File: src/design/tpt_pkg.sv
package tpt_pkg;

    // Counter and field widths
    localparam int CntW  = 16;
    localparam int PerW  = CntW + 1;
    localparam int TpsW  = 30;
    localparam int UsW   = 32;
    localparam int IntW  = 16;
    localparam int TotW  = 64;
    localparam int ProdW = TpsW + UsW;

    // Microsecond to tick conversion: ticks = (tps * us) / 1e6.
    // Only quotients below 2^IntW matter (longer wakeups are always ignored),
    // so divide the low part of the product as (p >> 6) / 15625.
    localparam longint unsigned BigLimit = (64'd1 << IntW) * 64'd1000000;
    localparam int SmallW     = $clog2(BigLimit);
    localparam int ScaleShift = 6;
    localparam int XW         = SmallW - ScaleShift;
    localparam int DivConst   = 15625;
    localparam int RecipShift = 44;
    localparam int RecipW     = 31;
    localparam logic [RecipW-1:0] RecipM = RecipW'((64'd1 << RecipShift) / DivConst);
    localparam int QProdW     = XW + RecipW;

    // Items in flight: four conversion stages plus the output register
    localparam int PipeDepth = 5;
    localparam int OutstW    = $clog2(PipeDepth + 1);

    // Request codes
    localparam logic [1:0] ReqTick = 2'd0;
    localparam logic [1:0] ReqRead = 2'd1;
    localparam logic [1:0] ReqWake = 2'd2;

    // Register indexes
    localparam logic [1:0] CfgTps      = 2'd0;
    localparam logic [1:0] CfgInterval = 2'd1;
    localparam logic [1:0] CfgMinWake  = 2'd2;

    // Register reset values
    localparam logic [TpsW-1:0] TpsReset      = TpsW'(1000000);
    localparam logic [IntW-1:0] IntervalReset = IntW'(1000);
    localparam logic [IntW-1:0] MinWakeReset  = IntW'(10);

    typedef struct packed {
        logic [TpsW-1:0] tps;
        logic [IntW-1:0] interval;
        logic [IntW-1:0] min_wake;
    } cfg_t;

    typedef struct packed {
        logic            valid;
        logic [1:0]      req;
        logic            big;
        logic [IntW-1:0] wake;
    } wake_t;

endpackage

File: src/design/tickless_period_timer.sv
// Throughput: one word per cycle while the output is not stalled, set by the
// four-stage microsecond-to-tick multiply and correct pipeline feeding the
// timer state register; a result passes those stages, then the output register.
// Reset: counter and tick accumulator clear, interval 1000, reload 999, rate 1 MHz,
// minimum wakeup 10; all pipeline stages and the output come up empty.
module tickless_period_timer (
    input  logic                      clk,
    input  logic                      rst_n,
    input  logic                      in_valid,
    output logic                      in_ready,
    input  logic [1:0]                req_type,
    input  logic [tpt_pkg::UsW-1:0]   wait_us,
    output logic                      out_valid,
    input  logic                      out_ready,
    output logic [tpt_pkg::TotW-1:0]  tick_total,
    output logic                      update_pulse,
    output logic                      wakeup_applied,
    input  logic                      cfg_valid,
    output logic                      cfg_ready,
    input  logic [1:0]                cfg_index,
    input  logic [tpt_pkg::TpsW-1:0]  cfg_data
);
    import tpt_pkg::*;

    logic [TpsW-1:0] tps_reg;
    logic [IntW-1:0] interval_reg;
    logic [IntW-1:0] min_wake_reg;
    cfg_t            cfg;
    wake_t           wake_item;
    logic            core_ready;

    assign cfg_ready = 1'b1;

    always_ff @(posedge clk or negedge rst_n)
    begin
        if (!rst_n)
        begin
            tps_reg      <= TpsReset;
            interval_reg <= IntervalReset;
            min_wake_reg <= MinWakeReset;
        end
        else if (cfg_valid)
        begin
            unique case (cfg_index)
                CfgTps:      tps_reg      <= cfg_data;
                CfgInterval: interval_reg <= cfg_data[IntW-1:0];
                CfgMinWake:  min_wake_reg <= cfg_data[IntW-1:0];
                default:     ;
            endcase
        end
    end

    assign cfg.tps      = tps_reg;
    assign cfg.interval = interval_reg;
    assign cfg.min_wake = min_wake_reg;

    tpt_convert u_convert (
        .clk        (clk),
        .rst_n      (rst_n),
        .in_valid   (in_valid),
        .in_ready   (in_ready),
        .req_type   (req_type),
        .wait_us    (wait_us),
        .cfg        (cfg),
        .wake_item  (wake_item),
        .down_ready (core_ready)
    );

    tpt_core u_core (
        .clk            (clk),
        .rst_n          (rst_n),
        .item           (wake_item),
        .item_ready     (core_ready),
        .cfg            (cfg),
        .out_valid      (out_valid),
        .out_ready      (out_ready),
        .tick_total     (tick_total),
        .update_pulse   (update_pulse),
        .wakeup_applied (wakeup_applied)
    );

endmodule

File: src/design/tpt_convert.sv
module tpt_convert (
    input  logic                   clk,
    input  logic                   rst_n,
    input  logic                   in_valid,
    output logic                   in_ready,
    input  logic [1:0]             req_type,
    input  logic [tpt_pkg::UsW-1:0] wait_us,
    input  tpt_pkg::cfg_t          cfg,
    output tpt_pkg::wake_t         wake_item,
    input  logic                   down_ready
);
    import tpt_pkg::*;

    logic v0_reg, v1_reg, v2_reg, v3_reg;
    logic rdy0, rdy1, rdy2, rdy3;

    logic [1:0]       req0_reg, req1_reg, req2_reg, req3_reg;
    logic [UsW-1:0]   us0_reg;
    logic [ProdW-1:0] prod1_reg;
    logic             big2_reg, big3_reg;
    logic [IntW-1:0]  q2_reg, wake3_reg;
    logic [XW-1:0]    x2_reg;

    logic              big2_next;
    logic [XW-1:0]     x2_next;
    logic [QProdW-1:0] qprod;
    logic [IntW-1:0]   q2_next;
    logic [XW-1:0]     qmul;
    logic [XW-1:0]     rem;
    logic [IntW-1:0]   q3;
    logic [IntW-1:0]   wake3_next;

    // A stage takes a word when it is empty or its word moves on
    assign rdy3     = !v3_reg || down_ready;
    assign rdy2     = !v2_reg || rdy3;
    assign rdy1     = !v1_reg || rdy2;
    assign rdy0     = !v0_reg || rdy1;
    assign in_ready = rdy0;

    // Estimate the quotient by reciprocal; it is exact or one low
    assign big2_next = prod1_reg >= ProdW'(BigLimit);
    assign x2_next   = prod1_reg[SmallW-1:ScaleShift];
    assign qprod     = QProdW'(x2_next) * QProdW'(RecipM);
    assign q2_next   = qprod[RecipShift +: IntW];

    // Correct the estimate, then raise to the minimum
    assign qmul       = XW'(q2_reg) * XW'(DivConst);
    assign rem        = x2_reg - qmul;
    assign q3         = q2_reg + IntW'(rem >= XW'(DivConst));
    assign wake3_next = (q3 < cfg.min_wake) ? cfg.min_wake : q3;

    always_ff @(posedge clk or negedge rst_n)
    begin
        if (!rst_n)
        begin
            v0_reg <= 1'b0;
            v1_reg <= 1'b0;
            v2_reg <= 1'b0;
            v3_reg <= 1'b0;
        end
        else
        begin
            if (rdy0)
                v0_reg <= in_valid;
            if (rdy1)
                v1_reg <= v0_reg;
            if (rdy2)
                v2_reg <= v1_reg;
            if (rdy3)
                v3_reg <= v2_reg;
        end
    end

    always_ff @(posedge clk)
    begin
        if (rdy0 && in_valid)
        begin
            req0_reg <= req_type;
            us0_reg  <= wait_us;
        end
        if (rdy1 && v0_reg)
        begin
            req1_reg  <= req0_reg;
            prod1_reg <= ProdW'(cfg.tps) * ProdW'(us0_reg);
        end
        if (rdy2 && v1_reg)
        begin
            req2_reg <= req1_reg;
            big2_reg <= big2_next;
            x2_reg   <= x2_next;
            q2_reg   <= q2_next;
        end
        if (rdy3 && v2_reg)
        begin
            req3_reg  <= req2_reg;
            big3_reg  <= big2_reg;
            wake3_reg <= wake3_next;
        end
    end

    assign wake_item.valid = v3_reg;
    assign wake_item.req   = req3_reg;
    assign wake_item.big   = big3_reg;
    assign wake_item.wake  = wake3_reg;

endmodule

File: src/design/tpt_core.sv
module tpt_core (
    input  logic                    clk,
    input  logic                    rst_n,
    input  tpt_pkg::wake_t          item,
    output logic                    item_ready,
    input  tpt_pkg::cfg_t           cfg,
    output logic                    out_valid,
    input  logic                    out_ready,
    output logic [tpt_pkg::TotW-1:0] tick_total,
    output logic                    update_pulse,
    output logic                    wakeup_applied
);
    import tpt_pkg::*;

    logic [CntW-1:0] counter_reg, counter_next;
    logic [CntW-1:0] reload_reg, reload_next;
    logic [PerW-1:0] period_reg, period_next;
    logic [TotW-1:0] acc_reg, acc_next;
    logic            out_valid_reg;
    logic [TotW-1:0] total_reg;
    logic            pulse_reg, applied_reg;

    logic                 take;
    logic                 is_tick, is_wake, end_period, apply;
    logic [PerW-1:0]      target;
    logic [PerW-1:0]      addend;
    logic [TotW-1:0]      sum;
    logic [CntW+IntW-1:0] interval_m1;

    assign item_ready = !out_valid_reg || out_ready;
    assign take       = item.valid && item_ready;

    assign is_tick     = item.req == ReqTick;
    assign is_wake     = item.req == ReqWake;
    assign end_period  = is_tick && (counter_reg >= reload_reg);
    assign target      = PerW'(counter_reg) + PerW'(item.wake);
    assign apply       = is_wake && !item.big && (item.wake < cfg.interval)
                         && (target < PerW'(reload_reg));
    assign interval_m1 = {{CntW{1'b0}}, cfg.interval} - (CntW+IntW)'(1);

    always_comb
    begin
        counter_next = counter_reg;
        reload_next  = reload_reg;
        period_next  = period_reg;
        addend       = PerW'(counter_reg);
        if (end_period)
        begin
            counter_next = '0;
            reload_next  = interval_m1[CntW-1:0];
            period_next  = PerW'(cfg.interval);
            addend       = period_reg;
        end
        else if (is_tick)
        begin
            counter_next = counter_reg + CntW'(1);
            addend       = PerW'(counter_reg) + PerW'(1);
        end
        if (apply)
        begin
            reload_next = target[CntW-1:0];
            period_next = target + PerW'(1);
        end
    end

    // One adder serves both the period fold and the reported total
    assign sum      = acc_reg + TotW'(addend);
    assign acc_next = end_period ? sum : acc_reg;

    always_ff @(posedge clk or negedge rst_n)
    begin
        if (!rst_n)
        begin
            counter_reg   <= '0;
            reload_reg    <= CntW'(IntervalReset - IntW'(1));
            period_reg    <= PerW'(IntervalReset);
            acc_reg       <= '0;
            out_valid_reg <= 1'b0;
        end
        else if (take)
        begin
            counter_reg   <= counter_next;
            reload_reg    <= reload_next;
            period_reg    <= period_next;
            acc_reg       <= acc_next;
            out_valid_reg <= 1'b1;
        end
        else if (out_ready)
        begin
            out_valid_reg <= 1'b0;
        end
    end

    always_ff @(posedge clk)
    begin
        if (take)
        begin
            total_reg   <= sum;
            pulse_reg   <= end_period;
            applied_reg <= apply;
        end
    end

    assign out_valid      = out_valid_reg;
    assign tick_total     = total_reg;
    assign update_pulse   = pulse_reg;
    assign wakeup_applied = applied_reg;

endmodule

File: config.mk
export PLATFORM = sky130hd
export DESIGN_NAME = tickless_period_timer
export DESIGN_NICKNAME = d
export VERILOG_FILES = /design/src/design/tpt_pkg.sv /design/src/design/tickless_period_timer.sv /design/src/design/tpt_convert.sv /design/src/design/tpt_core.sv
export SDC_FILE = /design/constraint.sdc
export NUM_CORES = 2
export LEC_CHECK = 0
export BUFFER_PORTS_ARGS = -buffer_cell sky130_fd_sc_hd__buf_2
export CAP_MARGIN = 20
export CORE_MARGIN = 2
export CORE_UTILIZATION = 50
export CTS_CLUSTER_SIZE = 14
export DETAILED_ROUTE_END_ITERATION = 8
export PLACE_DENSITY_LB_ADDON = 0.25
export SYNTH_ARGS = -nofsm -noshare
export SYNTH_HDL_FRONTEND = slang
export SYNTH_SLANG_ARGS = --single-unit
File: constraint.sdc
create_clock -name clk -period 13.4 [get_ports clk]
set_input_delay 0.67 -clock clk [delete_from_list [all_inputs] [get_ports clk]]
set_output_delay 0.67 -clock clk [all_outputs]
set_load 0.05 [all_outputs]
Word level (Yosys, flattened, before mapping)
Index checks and enable logic that the tools add are counted.

Bits in latches: 0. Register bits after elaboration: 412. Bits in writable memories: 0. ROM bits: 0. Output and inout port bits: 69. Input port bits: 71. Memories: 0. Logic and storage cells: 88.

$lt $le $gt $ge: 6. Add/sub/neg operators: 8. Bitwise gates (word level): 0. Mux-type cells: 11. Eq/ne operators: 3. Shifts and indexed selects: 0. Divide/modulo/power cells: 0. Multipliers: 3. Reductions and logical operators: 31.

Operators by type and width (number): 16-bit 2-to-1 mux (5); 17-bit 2-to-1 mux (4); 64-bit by 17-bit adder with 64-bit output (1); 62-bit by 36-bit >= comparator with 1-bit output (second input constant) (1); 30-bit by 32-bit multiplier with 62-bit output (1); 30-bit by 30-bit multiplier with 59-bit output (second input constant) (1); 16-bit less-than comparator (2); 30-bit by 14-bit >= comparator with 1-bit output (second input constant) (1); 16-bit by 14-bit multiplier with 30-bit output (second input constant) (1); 30-bit subtractor (1); 16-bit by 1-bit adder with 17-bit output (second input constant) (1); 16-bit by 16-bit adder with 17-bit output (1); 17-bit by 1-bit adder with 17-bit output (second input constant) (1); 17-bit by 16-bit less-than comparator with 1-bit output (1); 16-bit by 1-bit adder with 16-bit output (1); 16-bit by 1-bit adder with 16-bit output (second input constant) (1); 16-bit >= comparator (1); 16-bit by 1-bit subtractor with 16-bit output (second input constant) (1); 2-bit AND reduction (6); 1-bit logical AND (9); 1-bit logical NOT (6); 2-bit nonzero test (3); 1-bit logical OR (5); 2-bit == test (second input constant) (2); 3 further kinds (5).

Depth between registers and ports, before layout
Word-level depth: 7. Gate-level depth with buffers: 36. Gate-level depth less buffers: 35.

By module
From an unflattened synthesis, not the netlist that was laid out.

Cells, all modules: 7305. Area, all modules: 71088.2 µm².

Modules (own cells, without submodules): tpt_convert (times used 1, area each 57043.5 µm², cells each 5908, seq. area each 5084.9 µm²); tpt_core (times used 1, area each 11657.4 µm², cells each 1263, seq. area each 4852.2 µm²); tickless_period_timer (times used 1, area each 2387.3 µm², cells each 134, seq. area each 1570.3 µm²).

Least setup slack after synthesis
Ideal clock, no wire load.

Path kind: reg-to-reg. Start point: register u_convert.q2_reg[4]. End point: register u_convert.wake3_reg[10], data pin. Data required time: 13.140 ns. Cell stages (with the launch flop): 36. Clock period less this slack: 9.000 ns. Setup time: 0.260 ns. Buffers on the path: 1. Arrival: 8.741 ns. Slack: 4.400 ns. Cell sequence: edfxtp_1 inv_1 fa_1 fa_1 inv_1 fa_1 fa_1 inv_1 fa_1 inv_1 fa_1 inv_1 ha_1 a21o_1 a21o_1 a21o_1 a21oi_1 a21bo_2 nand3b_1 a2111oi_0 o221a_2 nand4_1 or4_1 ha_1 ha_1 xor2_1 ha_1 nor2b_1 o21ai_0 a21oi_1 o41ai_1 o2111ai_1 a31oi_1 o21bai_1 clkbuf_1 mux2_2.

Word-level cells in the longest chain between the ends: 6.

Ends and longest elaborated chain: start, declared (line tpt_convert.sv:21) `logic [IntW-1:0] q2_reg, wake3_reg;`; start signal, assigned (line tpt_convert.sv:91) `q2_reg <= q2_next;`; 16-bit by 14-bit multiplier with 30-bit output (line tpt_convert.sv:47) `assign qmul = XW'(q2_reg) * XW'(DivConst);`; 30-bit subtractor (line tpt_convert.sv:48) `assign rem = x2_reg - qmul;`; 30-bit by 14-bit >= comparator with 1-bit output (line tpt_convert.sv:49) `assign q3 = q2_reg + IntW'(rem >= XW'(DivConst));`; 16-bit by 1-bit adder with 16-bit output (*) (line tpt_convert.sv:49); 16-bit less-than comparator (line tpt_convert.sv:50) `assign wake3_next = (q3 < cfg.min_wake) ? cfg.min_wake : q3;`; 16-bit 2-to-1 mux (*) (line tpt_convert.sv:50); via u_convert.wake3_next[10] (line tpt_convert.sv:31) `logic [IntW-1:0] wake3_next;`; end signal, assigned (line tpt_convert.sv:97) `wake3_reg <= wake3_next;`; end, declared (line tpt_convert.sv:21).

The timed path passes the listed nets; every way through them passes the cells marked *. A chain may end at the register's enable or synchronous reset.

Worst setup path in the final report
Start point: register u_convert.q2_reg[4]. End point: register u_convert.wake3_reg[3], data pin.

Same word-level chain as after synthesis.

==> impl_metrics.json <==
{
  "die_y_um": 378,
  "ant_nets": 0,
  "min_path_type": "in -> async",
  "setup_tns_ps": 0,
  "start_util": 0.503,
  "grt_usage": 0.257,
  "synthXorXnorAreaFrac": 0.0324,
  "reg2reg_depth": 35,
  "vias_per_cell": 5.41,
  "cpMostUsedCell": "fa_1",
  "worst_pin_slew_ps": 1020,
  "grt_pass1_wl_um": 288000,
  "diodes": 0,
  "post_cts_buffers": 0,
  "synth_cell_types": 93,
  "mappedNetlistArea_mm2": 0.0700,
  "setup_viol": 0,
  "core_area_mm2": 0.139,
  "rows": 137,
  "end_kind": "flop",
  "hold_buffers": 0,
  "async_flop_share": 0.437,
  "fp.dieArea_mm2": 0.143,
  "avgSynthCellArea_um2": 9.86,
  "pin_count": 140,
  "antenna_found_initial": 0,
  "fin_skew_ps": 74.0,
  "tritoncts": "yes",
  "critPathLaunchType": "flop",
  "synth-simple-area-share": 0.116,
  "grt_max_degree": 115,
  "syn_inst": 7099,
  "grt_pass1_vias": 52400,
  "drt_iter0_drc": 3068,
  "gp_congestion": 0.914,
  "wl_um": 177000,
  "cts_resized": 0,
  "dp_hpwl_um": 141000,
  "relSlewSlack": 0.314,
  "drive_above_1_share": 0.0676,
  "fillCellCount": 12500,
  "utilization": 0.536,
  "seqCellArea_mm2": 0.0115,
  "max_stage_delay_ps": 620,
  "die_w_um": 378,
  "cts_sinks": 412,
  "drc": 0,
  "clk_latency_ps": 660,
  "firstDrtPassIters": 8,
  "synth_edf_count": 232,
  "synthAdderAreaFrac": 0.515,
  "finalMaxSlewViolations": 0,
  "synth_top_area_cell": "fa_1",
  "synth_ff_type": "edfxtp_1",
  "synth_top_area_share": 0.362,
  "rsz0062_at_grt": "false",
  "synth_compound_area_frac": 0.0572,
  "timing.critical_path.slowest_stage_cell": "edfxtp_1",
  "synth_fp_nets": 9293,
  "muxShareOfSynthArea": 0.0151,
  "root_buffer": "clkbuf_16",
  "grt_overflow": 0,
  "area_growth_pct": 6.62,
  "min_period_over_period": 0.736,
  "clk_pin_slew_ps": 70,
  "htree_levels": 2,
  "synth_top_family_by_area": "adder cells",
  "multiInputGateArea_mm2": 0.0515,
  "min_period_ps": 9860,
  "clockBufferDepth": 3,
  "critPathKind": "reg -> reg",
  "cts_buffers": 51,
  "synth_seq_cells": 412,
  "port_buffers": 138,
  "run_status": "finished clean",
  "worstPathArrival_ps": 10250,
  "dr_total_vias": 48900,
  "crit_path_max_fanout": 12,
  "seq_area_frac_synth": 0.164,
  "worstPathRequired_ps": 13800,
  "synth_area_leaders": "fa_1 (36%), ha_1 (15%), edfxtp_1 (10%), inv_1 (8.5%), dfrtp_1 (5.4%)",
  "hold_viol": 0,
  "synth_warnings": 0,
  "wl_per_cell_um": 19.6,
  "nNetsFinal": 9308,
  "fmax_mhz": 101,
  "maxCapViolCount": 0
}
[final cells by class]
class	count	area share
clock buffer	68	0.0195
tap	1876	0.0315
clock inverter	28	0.00567
timing repair buffer	228	0.0188
sequential	412	0.154
inverter	1589	0.0799
multi-input combinational	4832	0.690
[cell usage after synthesis, types with 29 or more instances]
| library cell | count |
|---|---|
| xnor2_1 | 174 |
| ha_1 | 857 |
| o21ai_0 | 115 |
| and3_1 | 48 |
| mux2_2 | 87 |
| nor4_1 | 34 |
| clkbuf_1 | 237 |
| dfstp_2 | 29 |
| a21oi_1 | 197 |
| nand2_1 | 912 |
| edfxtp_1 | 232 |
| nand4_1 | 51 |
| inv_1 | 1588 |
| nor2_1 | 160 |
| dfrtp_1 | 151 |
| nand3_1 | 101 |
| fa_1 | 1266 |
| xor2_1 | 81 |
| and2_1 | 275 |
| a21o_1 | 93 |
| nor3_1 | 66 |
[worst paths after layout]
| check | startpoint | to | slack [ps] |
|---|---|---|---|
| setup / recovery | u_convert.q2_reg[4]$_DFFE_PP_ | u_convert.wake3_reg[3]$_DFFE_PP_ | 3540 |
| hold / removal | rst_n | u_core.acc_reg[1]$_DFFE_PN0P_ | 140 |
| setup reg to reg | u_convert.q2_reg[4]$_DFFE_PP_ | u_convert.wake3_reg[3]$_DFFE_PP_ | 3540 |
| hold reg to reg | u_convert.req2_reg[1]$_DFFE_PP_ | u_convert.req3_reg[1]$_DFFE_PP_ | 420 |
| max in group asynchronous | rst_n | tps_reg[29]$_DFFE_PN0P_ | 11550 |
| min in group clk | wait_us[4] | u_convert.us0_reg[4]$_DFFE_PP_ | 180 |
[critical path, delay by kind of cell (launching register included)]
family | cells | cell delay, ps
adder cells (fa/ha/maj) | 10 | 4330
AO/OA/AOI/OAI | 12 | 2310
AND/OR/NAND/NOR | 5 | 1050
buffers and inverters | 6 | 700
flip-flops | 1 | 620
multiplexers | 1 | 360
XOR/XNOR | 1 | 170
[cell families (layout without fill, tap and decap cells)]
group / after synthesis / in the layout
flip-flops: 412 / 412
multiplexers: 95 / 95
buffers and inverters: 1855 / 1913
adder cells (fa/ha/maj): 2123 / 2123
AO/OA/AOI/OAI: 613 / 613
XOR/XNOR: 257 / 257
other: 1 / 1
AND/OR/NAND/NOR: 1743 / 1743
[layout by cell type, fill, tap and decap left out, types with 14 or more instances in the layout]
cell type / count
nand2_1: 912
ha_1: 857
or3_1: 14
a21oi_1: 197
nand4_1: 51
inv_1: 1587
xor2_1: 81
o211ai_1: 18
buf_4: 88
a31oi_1: 16
edfxtp_1: 232
a211oi_1: 21
nor2_1: 159
nand2b_1: 24
nand3_1: 101
buf_2: 137
nor2b_1: 18
mux2_2: 87
a21o_1: 93
o21bai_1: 21
xnor2_1: 174
fa_1: 1266
dfstp_2: 29
nor4_1: 34
o21ai_0: 115
and3_1: 48
clkbuf_16: 52
dfrtp_1: 151
nor3_1: 66
o21a_1: 22
and2_1: 272
[metrics by stage]
stage,area [um2],hold slack [ps],worst slack [ps],std cells
floorplan,70000,374,4400,7099
global placement,72700,401,3750,8934
detailed placement,72700,407,3590,8935
CTS,74600,140,3540,9031
global route,74600,149,3020,9033
finish,74600,141,3540,9033
[metal layers]
layer | vias up | share of wire | GRT usage
met5 | - | 0 | 0
met4 | 0 | 0.031 | 0.0761
met3 | 287 | 0.058 | 0.0317
met2 | 1442 | 0.48 | 0.428
met1 | 25100 | 0.43 | 0.352
li1 | 22000 | - | -
Power is left out: the tool's default activity adds up to more than one toggle a clock period on the data nets, which glitch-free logic cannot reach.
